`src/rtl/blg_pkg.sv`:
```
// Shared types, constants and the level band function of the battery gauge.
// No dependencies; imported by the interfaces, blg_decide and the top level.
package blg_pkg;

  // Field widths
  localparam int unsigned CONV_HI_W   = 8;
  localparam int unsigned CONV_LO_W   = 4;
  localparam int unsigned READING_W   = 12;
  localparam int unsigned LEVEL_W     = 3;
  localparam int unsigned CONFIRM_W   = 8;
  localparam int unsigned HSUM_W      = 11;
  localparam int unsigned LSUM_W      = 7;
  localparam int unsigned IDX_W       = 3;
  localparam int unsigned FRUN_W      = 4;
  localparam int unsigned CFG_IDX_W   = 2;
  localparam int unsigned CFG_DATA_W  = 12;

  // Configuration register indexes
  localparam logic [CFG_IDX_W-1:0] CFG_IDX_LOW_LIMIT   = 2'd0;
  localparam logic [CFG_IDX_W-1:0] CFG_IDX_HIGH_LIMIT  = 2'd1;
  localparam logic [CFG_IDX_W-1:0] CFG_IDX_LOW_CONFIRM = 2'd2;

  // Configuration reset values
  localparam logic [READING_W-1:0] LOW_LIMIT_RST   = 12'd1110;
  localparam logic [READING_W-1:0] HIGH_LIMIT_RST  = 12'd1550;
  localparam logic [CONFIRM_W-1:0] LOW_CONFIRM_RST = 8'd10;

  // Sequencing and saturation constants
  localparam logic [IDX_W-1:0]     LAST_SAMPLE   = 3'd7;
  localparam logic [CONFIRM_W-1:0] LOW_RUN_MAX   = 8'd255;
  localparam logic [FRUN_W-1:0]    FLASH_AT      = 4'd10;
  localparam logic [FRUN_W-1:0]    FLASH_RUN_MAX = 4'd11;
  localparam logic [LEVEL_W-1:0]   LEVEL_MAX     = 3'd5;

  // Hysteresis band edges, reading above the floor
  localparam logic [READING_W-1:0] R_FULL     = 12'd440;
  localparam logic [READING_W-1:0] R_B4_LO    = 12'd355;
  localparam logic [READING_W-1:0] R_B4_HOLD  = 12'd400;
  localparam logic [READING_W-1:0] R_B3_LO    = 12'd200;
  localparam logic [READING_W-1:0] R_B3_HOLD  = 12'd260;
  localparam logic [READING_W-1:0] R_B2_LO    = 12'd100;
  localparam logic [READING_W-1:0] R_B2_HOLD  = 12'd190;
  localparam logic [READING_W-1:0] R_B1_HOLD  = 12'd90;

  typedef struct packed {
    logic [READING_W-1:0] low_limit;
    logic [READING_W-1:0] high_limit;
    logic [CONFIRM_W-1:0] low_confirm;
  } blg_cfg_t;

  // Tracking state carried from one average to the next
  typedef struct packed {
    logic [LEVEL_W-1:0]   level;
    logic [CONFIRM_W-1:0] low_run;
    logic [FRUN_W-1:0]    flash_run;
  } blg_trk_t;

  typedef struct packed {
    logic [LEVEL_W-1:0]   battery_level;
    logic                 flash_request;
    logic [READING_W-1:0] level_reading;
  } blg_res_t;

  // Move the gauge step through the hysteresis bands
  function automatic logic [LEVEL_W-1:0] next_level(input logic [LEVEL_W-1:0] cur,
                                                    input logic [READING_W-1:0] r);
    logic [LEVEL_W-1:0] lv;
    lv = cur;
    if (r >= R_FULL) begin
      lv = 3'd5;
    end else if (r > R_B4_LO) begin
      if (cur < 3'd4 || r < R_B4_HOLD) lv = 3'd4;
    end else if (r > R_B3_LO) begin
      if (cur <= 3'd3 || r < R_B3_HOLD) lv = 3'd3;
    end else if (r > R_B2_LO) begin
      if (cur <= 3'd2 || r < R_B2_HOLD) lv = 3'd2;
    end else if (r != '0) begin
      if (cur <= 3'd1 || r < R_B1_HOLD) lv = 3'd1;
    end
    return lv;
  endfunction

endpackage

```
`src/rtl/blg_chan_if.sv`:
```
// Valid/ready channel interfaces for conversion beats and gauge result beats.
// Depends on blg_pkg for field widths.
interface blg_in_if import blg_pkg::*; ();
  logic                 valid;
  logic                 ready;
  logic [CONV_HI_W-1:0] conv_high;
  logic [CONV_LO_W-1:0] conv_low;
  logic                 motor_running;

  modport source (output valid, conv_high, conv_low, motor_running, input ready);
  modport sink   (input valid, conv_high, conv_low, motor_running, output ready);
endinterface

interface blg_out_if import blg_pkg::*; ();
  logic                 valid;
  logic                 ready;
  logic [LEVEL_W-1:0]   battery_level;
  logic                 flash_request;
  logic [READING_W-1:0] level_reading;

  modport source (output valid, battery_level, flash_request, level_reading, input ready);
  modport sink   (input valid, battery_level, flash_request, level_reading, output ready);
endinterface

```
`src/rtl/blg_decide.sv`:
```
// Low-battery confirmation, flash counting and level band update for one average.
// Depends on blg_pkg; instantiated by battery_level_gauge.
module blg_decide import blg_pkg::*; (
  input  logic [READING_W-1:0] avg,
  input  logic                 motor,
  input  blg_cfg_t             cfg,
  input  blg_trk_t             trk,
  output blg_trk_t             trk_nxt,
  output blg_res_t             res
);

  logic                 above;
  logic                 below;
  logic [CONFIRM_W-1:0] run_inc;
  logic [CONFIRM_W-1:0] need;
  logic [FRUN_W-1:0]    frun_inc;
  logic [READING_W-1:0] reading;

  // Compare against the limits and prepare saturating counts
  always_comb begin
    above    = avg > cfg.high_limit;
    below    = avg < cfg.low_limit;
    run_inc  = (trk.low_run == LOW_RUN_MAX) ? trk.low_run : trk.low_run + 8'd1;
    need     = (cfg.low_confirm == '0) ? 8'd1 : cfg.low_confirm;
    frun_inc = trk.flash_run + 4'd1;
  end

  // Pick the branch and form the result beat
  always_comb begin
    trk_nxt = trk;
    res     = '0;
    reading = '0;
    priority if (above) begin
      trk_nxt.low_run = '0;
      reading = below ? '0 : avg - cfg.low_limit;
      trk_nxt.level = next_level(trk.level, reading);
      res.battery_level = trk_nxt.level;
      res.level_reading = reading;
    end else if (below) begin
      if (run_inc < need) begin
        // still unconfirmed: report the raw average, hold the level
        trk_nxt.low_run = run_inc;
        res.battery_level = trk.level;
        res.level_reading = avg;
      end else begin
        // confirmed empty
        trk_nxt.low_run = cfg.low_confirm;
        trk_nxt.level = '0;
        if (motor) begin
          res.flash_request = (frun_inc == FLASH_AT);
          trk_nxt.flash_run = (frun_inc > FLASH_RUN_MAX) ? FLASH_RUN_MAX : frun_inc;
        end
        res.battery_level = '0;
        res.level_reading = '0;
      end
    end else begin
      trk_nxt.low_run   = '0;
      trk_nxt.flash_run = '0;
      reading = avg - cfg.low_limit;
      trk_nxt.level = next_level(trk.level, reading);
      res.battery_level = trk_nxt.level;
      res.level_reading = reading;
    end
  end

endmodule

```
`src/rtl/battery_level_gauge.sv`:
```
// Top level of the battery gauge: input stage, eight-beat accumulator, result register.
// Depends on blg_pkg, blg_in_if/blg_out_if and blg_decide.
//
//  channel | direction | beat contents                              | handshake
//  in_ch   | in        | conv_high, conv_low, motor_running          | valid/ready
//  out_ch  | out       | battery_level, flash_request, level_reading | valid/ready
//  cfg_*   | in        | cfg_index, cfg_data                         | cfg_we only
//
// One conversion beat is accepted per cycle while the result register is free or
// draining; a result beat leaves after every eighth conversion is accepted.
// Latency is set by the input register and the result register; the averaging
// and band logic sits between them.
// rst_n (synchronous) clears the accumulator and tracking state and restores the limits to their reset values.
// A stalled result holds the pipe; the input stage still fills one beat.
module battery_level_gauge import blg_pkg::*; (
  input  logic                  clk,
  input  logic                  rst_n,
  blg_in_if.sink                in_ch,
  blg_out_if.source             out_ch,
  input  logic                  cfg_we,
  input  logic [CFG_IDX_W-1:0]  cfg_index,
  input  logic [CFG_DATA_W-1:0] cfg_data
);

  blg_cfg_t             cfg_r;
  logic                 s1_valid_r;
  logic [CONV_HI_W-1:0] s1_high_r;
  logic [CONV_LO_W-1:0] s1_low_r;
  logic                 s1_motor_r;
  logic [IDX_W-1:0]     sample_index_r;
  logic [HSUM_W-1:0]    high_sum_r;
  logic [LSUM_W-1:0]    low_sum_r;
  blg_trk_t             trk_r;
  logic                 out_valid_r;
  blg_res_t             res_r;

  logic                 in_rdy;
  logic                 s1_adv;
  logic                 fire;
  logic                 last;
  logic [HSUM_W-1:0]    high_sum_nxt;
  logic [LSUM_W-1:0]    low_sum_nxt;
  logic [READING_W-1:0] avg;
  blg_trk_t             trk_nxt;
  blg_res_t             res_nxt;

  // Configuration writes
  always_ff @(posedge clk) begin
    if (!rst_n) begin
      cfg_r.low_limit   <= LOW_LIMIT_RST;
      cfg_r.high_limit  <= HIGH_LIMIT_RST;
      cfg_r.low_confirm <= LOW_CONFIRM_RST;
    end else if (cfg_we) begin
      case (cfg_index)
        CFG_IDX_LOW_LIMIT:   cfg_r.low_limit   <= cfg_data;
        CFG_IDX_HIGH_LIMIT:  cfg_r.high_limit  <= cfg_data;
        CFG_IDX_LOW_CONFIRM: cfg_r.low_confirm <= cfg_data[CONFIRM_W-1:0];
        default: ;
      endcase
    end
  end

  // Handshake: advance when the result register is free or draining
  always_comb begin
    s1_adv = !out_valid_r || out_ch.ready;
    in_rdy = !s1_valid_r || s1_adv;
    fire   = s1_valid_r && s1_adv;
    last   = (sample_index_r == LAST_SAMPLE);
  end
  assign in_ch.ready = in_rdy;

  // Input stage
  always_ff @(posedge clk) begin
    if (!rst_n) begin
      s1_valid_r <= 1'b0;
    end else if (in_rdy) begin
      s1_valid_r <= in_ch.valid;
    end
  end

  always_ff @(posedge clk) begin
    if (in_rdy && in_ch.valid) begin
      s1_high_r  <= in_ch.conv_high;
      s1_low_r   <= in_ch.conv_low;
      s1_motor_r <= in_ch.motor_running;
    end
  end

  // Accumulate and form the average on the eighth beat
  always_comb begin
    high_sum_nxt = high_sum_r + HSUM_W'(s1_high_r);
    low_sum_nxt  = low_sum_r + LSUM_W'(s1_low_r);
    avg          = {high_sum_nxt, 1'b0} + {8'd0, low_sum_nxt[LSUM_W-1:4], 1'b0};
  end

  blg_decide u_decide (
    .avg     (avg),
    .motor   (s1_motor_r),
    .cfg     (cfg_r),
    .trk     (trk_r),
    .trk_nxt (trk_nxt),
    .res     (res_nxt)
  );

  // Accumulator and tracking state
  always_ff @(posedge clk) begin
    if (!rst_n) begin
      sample_index_r <= '0;
      high_sum_r     <= '0;
      low_sum_r      <= '0;
      trk_r          <= '0;
    end else if (fire) begin
      if (last) begin
        sample_index_r <= '0;
        high_sum_r     <= '0;
        low_sum_r      <= '0;
        trk_r          <= trk_nxt;
      end else begin
        sample_index_r <= sample_index_r + 3'd1;
        high_sum_r     <= high_sum_nxt;
        low_sum_r      <= low_sum_nxt;
      end
    end
  end

  // Result register
  always_ff @(posedge clk) begin
    if (!rst_n) begin
      out_valid_r <= 1'b0;
    end else if (s1_adv) begin
      out_valid_r <= fire && last;
    end
  end

  always_ff @(posedge clk) begin
    if (fire && last) begin
      res_r <= res_nxt;
    end
  end

  assign out_ch.valid         = out_valid_r;
  assign out_ch.battery_level = res_r.battery_level;
  assign out_ch.flash_request = res_r.flash_request;
  assign out_ch.level_reading = res_r.level_reading;

endmodule

```
`src/flat_wrapper.sv`:
```
// flat-port wrapper written by rule: the top's interface ports become plain ports
module battery_level_gauge_flat import blg_pkg::*;
  (clk, rst_n, cfg_we, cfg_index, cfg_data, in_ch_valid, in_ch_conv_high, in_ch_conv_low, in_ch_motor_running, in_ch_ready, out_ch_valid, out_ch_battery_level, out_ch_flash_request, out_ch_level_reading, out_ch_ready);
  blg_in_if in_ch_i ();
  blg_out_if out_ch_i ();
  input  logic clk;
  input  logic rst_n;
  input  logic cfg_we;
  input  logic [CFG_IDX_W-1:0] cfg_index;
  input  logic [CFG_DATA_W-1:0] cfg_data;
  input wire logic [$bits(in_ch_i.valid)-1:0] in_ch_valid;
  input wire logic [$bits(in_ch_i.conv_high)-1:0] in_ch_conv_high;
  input wire logic [$bits(in_ch_i.conv_low)-1:0] in_ch_conv_low;
  input wire logic [$bits(in_ch_i.motor_running)-1:0] in_ch_motor_running;
  output wire logic [$bits(in_ch_i.ready)-1:0] in_ch_ready;
  output wire logic [$bits(out_ch_i.valid)-1:0] out_ch_valid;
  output wire logic [$bits(out_ch_i.battery_level)-1:0] out_ch_battery_level;
  output wire logic [$bits(out_ch_i.flash_request)-1:0] out_ch_flash_request;
  output wire logic [$bits(out_ch_i.level_reading)-1:0] out_ch_level_reading;
  input wire logic [$bits(out_ch_i.ready)-1:0] out_ch_ready;
  assign in_ch_i.valid = in_ch_valid;
  assign in_ch_i.conv_high = in_ch_conv_high;
  assign in_ch_i.conv_low = in_ch_conv_low;
  assign in_ch_i.motor_running = in_ch_motor_running;
  assign in_ch_ready = in_ch_i.ready;
  assign out_ch_valid = out_ch_i.valid;
  assign out_ch_battery_level = out_ch_i.battery_level;
  assign out_ch_flash_request = out_ch_i.flash_request;
  assign out_ch_level_reading = out_ch_i.level_reading;
  assign out_ch_i.ready = out_ch_ready;
  battery_level_gauge u_core (.clk(clk), .rst_n(rst_n), .in_ch(in_ch_i), .out_ch(out_ch_i), .cfg_we(cfg_we), .cfg_index(cfg_index), .cfg_data(cfg_data));
endmodule
```
`config.mk`:
```
export PLATFORM = sky130hd
export DESIGN_NAME = battery_level_gauge_flat
export DESIGN_NICKNAME = d
export VERILOG_FILES = /design/src/rtl/blg_pkg.sv /design/src/rtl/blg_chan_if.sv /design/src/rtl/blg_decide.sv /design/src/rtl/battery_level_gauge.sv /design/src/flat_wrapper.sv
export SDC_FILE = /design/constraint.sdc
export NUM_CORES = 1
export LEC_CHECK = 0
export BUFFER_PORTS_ARGS = -buffer_cell sky130_fd_sc_hd__buf_2
export CORE_UTILIZATION = 39
export DETAILED_ROUTE_END_ITERATION = 7
export SYNTH_ARGS = -nofsm -noshare
export SYNTH_HDL_FRONTEND = slang
export SYNTH_SLANG_ARGS = --single-unit
```
`constraint.sdc`:
```
create_clock -name clk -period 5.82 [get_ports clk]
set_input_delay 1.164 -clock clk [delete_from_list [all_inputs] [get_ports clk]]
set_output_delay 1.164 -clock clk [all_outputs]
set_load 0.01 [all_outputs]
```
==> impl_metrics.json <==
{
  "r2r-start": "u_core.s1_low_r[0]$_DFFE_PP_",
  "syn_to_final_growth_pct": 19.0,
  "hold-worst-slack_ns": 0.466,
  "dr_total_vias": 5416,
  "h-tree-depth": 3,
  "drive_above_1_share_pct": 19.6,
  "dpl-instance-area_mm2": 0.00712,
  "start_util_pct": 40.4,
  "seq_power_share_pct": 33.2,
  "clock_sinks": 99,
  "switching_power_uw": 778,
  "cp_slowest_cell": "fa_2",
  "hp-class": "register to register",
  "power_density_mw_per_mm2": 292,
  "synthDistinctLibCells": 72,
  "overflow": 0,
  "synth_edf_count": 29,
  "holdCritStartpoint": "u_core.cfg_r[8]$_SDFFE_PN0P_",
  "cp-end-kind": "register",
  "synth-async-reset-ratio_pct": 0,
  "gp_congestion": 0.850,
  "holdPathEnd": "u_core.cfg_r[8]$_SDFFE_PN0P_",
  "min_period_ns": 5.64,
  "yosysSeqAreaShare_pct": 34.9,
  "dp_cells": 1023,
  "clock_latency_ns": 0.36,
  "comb_power_share_pct": 35.4,
  "drv_cap": 0,
  "netlist_instances": 760,
  "relSlewSlack_pct": 24.7,
  "clkPwrFrac_pct": 31.4,
  "status": "completed",
  "io_buffer_count": 49,
  "ir_worst_vdd_mv": 0.205,
  "drtPass1Iterations": 5,
  "drt-initial-drc-count": 336,
  "core_area_mm2": 0.0161,
  "ios": 50,
  "rrSetupSlack_ns": 0.18,
  "worstHoldPathCells": 2,
  "rsz0062_at_grt": "true",
  "chipWidth_um": 131,
  "p_sw_share_pct": 34.3,
  "cts.clk_slew.worst_paths_ns": 0.07,
  "r2r_cells": 29,
  "clockBufferDepth": 2,
  "fin_util_pct": 48.1,
  "finalPower_mw": 2.26,
  "root_buffer": "clkbuf_16",
  "final_nets": 912,
  "fp.dieH_um": 131,
  "yosysWarnings": 0,
  "synthesis.area_mm2": 0.00651,
  "antenna_found_initial": 1,
  "track_usage_pct": 18.6,
  "cts_made_buffers": 9,
  "design_area_mm2": 0.00775,
  "ys_ff_latch": 99,
  "routed_wirelength_mm": 15.8,
  "finalSetupViolCount": 0,
  "period_share_pct": 96.9,
  "wl_per_cell_um": 15.1,
  "dieArea_mm2": 0.0172,
  "postCtsHoldBufs": 0,
  "grt_pass1_wl_mm": 25.7,
  "required_ns": 5.93,
  "syn-num-nets": 846,
  "p_leak_nw": 3.22,
  "slew_viol_final": 0,
  "worstSetupPathType": "register to register",
  "worstMarginPinSlew_ns": 1.12,
  "regToRegEndpoint": "u_core.out_ch.battery_level[0]$_DFFE_PP_",
  "max_stage_delay_ns": 0.39,
  "arrival_ns": 5.75,
  "rows": 46,
  "cp-startpoint": "u_core.s1_low_r[0]$_DFFE_PP_",
  "cts_tree": "done",
  "route.detailed.drc": 0,
  "routed_via_density": 5.17,
  "first_global_vias": 5084,
  "finalHoldViolations": 0,
  "dpl.hpwl_mm": 11.6,
  "p_int_mw": 1.49,
  "path_max_fanout": 4,
  "fmax_mhz": 177,
  "final_cells": 1048,
  "grt_max_degree": 72,
  "ant_nets": 0,
  "finClkSkew_ns": 0.0152,
  "avgSynthCellArea_um2": 8.57,
  "synth_ff_type": "dfxtp_1",
  "critPathLaunchType": "register"
}
## synth_stat cells, drive strengths merged, types with 12 or more instances
library cell	instances	area, um^2
a21boi	20	150
edfxtp	29	871
nand3	15	75.1
nand2b	14	87.6
xor2	16	140
a22oi	16	120
inv	55	206
ha	50	626
a21o	12	91.3
o211ai	16	125
a21oi	40	215
nor3	15	75.1
xnor2	21	184
and2	13	81.3
nand2	98	368
clkbuf	21	78.8
nor2	34	128
and3	12	81.3
dfxtp	70	1400
nor2b	39	244
o21ai	55	275
## state kept, by name, summed over array words and instances, names as in the netlist
register	cells
u_core.cfg_r	32
u_core.out_ch.valid	1
u_core.out_ch.battery_level	3
u_core.trk_r	15
u_core.low_sum_r	7
u_core.high_sum_r	11
u_core.sample_index_r	3
u_core.s1_low_r	4
u_core.s1_motor_r	1
u_core.out_ch.flash_request	1
u_core.s1_high_r	8
u_core.out_ch.level_reading	12
u_core.s1_valid_r	1
## repair_timing
action | CTS | global route
resized for setup | 2 | 52
setup endpoints to repair | 1 | 28
buffers inserted | 2 | 6
pin swaps | 2 | 25
## cells by family after synthesis
logic type	after synthesis	share of synthesized area, %
AO/OA/AOI/OAI	206	21.6
XOR/XNOR	37	4.98
adder cells (fa/ha/maj)	54	10.8
buffers and inverters	84	4.94
flip-flops	99	34.9
multiplexers	9	1.42
AND/OR/NAND/NOR	271	21.3
## worst max-delay path, delay by kind of cell, from the launching register on
family / cells / cell delay, ns
AOI/OAI and AO/OA: 6 / 0.92
adders and majority gates: 5 / 1.39
muxes: 1 / 0.08
xor gates and xnor gates: 2 / 0.39
buffers and inverters: 3 / 0.22
DFF: 1 / 0.33
and+or+nand+nor: 12 / 2.06
## placed cells by master, fill, tap and decap left out, types with 8 or more instances in the layout
| master | n |
|---|---|
| a21boi_0 | 19 |
| a21o_1 | 10 |
| a21oi_1 | 32 |
| a21oi_2 | 8 |
| a22oi_1 | 16 |
| and2_1 | 12 |
| and3_1 | 10 |
| buf_2 | 49 |
| buf_4 | 34 |
| clkbuf_16 | 11 |
| dfxtp_1 | 69 |
| edfxtp_1 | 29 |
| ha_1 | 47 |
| inv_1 | 53 |
| nand2_1 | 98 |
| nand2b_1 | 12 |
| nand3_1 | 14 |
| nor2_1 | 32 |
| nor2b_1 | 37 |
| nor3_1 | 11 |
| o211ai_1 | 15 |
| o21ai_0 | 39 |
| o21ai_1 | 12 |
| xnor2_1 | 21 |
| xor2_1 | 16 |
## power by group through the flow
stage	logic (mW)	clock network, mW	registers (mW)
after floorplan	0.535	0	0.762
after global placement	0.743	0	0.766
after detailed placement	0.737	0	0.766
after CTS	0.750	0.731	0.750
after global routing	0.883	0.754	0.753
final	0.802	0.712	0.751
## how the worst max path moves through the flow
| stage | to | slack, ns | cells past startpoint |
|---|---|---|---|
| 2_1_floorplan | u_core.out_ch.battery_level[0]$_DFFE_PP_ | 0.41 | 29 |
| 3_3_place_gp | u_core.out_ch.battery_level[0]$_DFFE_PP_ | 0.14 | 29 |
| 3_5_place_dp | u_core.out_ch.battery_level[0]$_DFFE_PP_ | -0.02 | 29 |
| 4_1_cts | u_core.out_ch.battery_level[0]$_DFFE_PP_ | 0.002 | 29 |
| 5_1_grt | u_core.out_ch.battery_level[0]$_DFFE_PP_ | -0.23 | 30 |
| 6_report | u_core.out_ch.battery_level[0]$_DFFE_PP_ | 0.18 | 29 |
## final cells by class
type,count,area [um^2]
timing repair buffer,84,512
multi-input combinational,577,4120
sequential,99,2270
fill,1571,8370
inverter,55,206
clock inverter,4,73.8
tap,216,270
antenna,1,2.50
clock buffer,12,289
## through the flow
stage          worst slack, ns  setup TNS [ns]
2_1_floorplan            0.407               0
3_3_place_gp             0.135               0
3_5_place_dp           -0.0181         -0.0181
4_1_cts                0.00206               0
5_1_grt                 -0.225           -1.61
6_report                 0.183               0
## per-layer routing
metal,track usage (%),wire [um],vias up
met2,30.6,7350,117
li1,-,-,2823
met4,5.82,288,0
met3,4.32,737,25
met1,24.1,7450,2451
met5,0,0,-
Power figures use the tool's default switching activity.
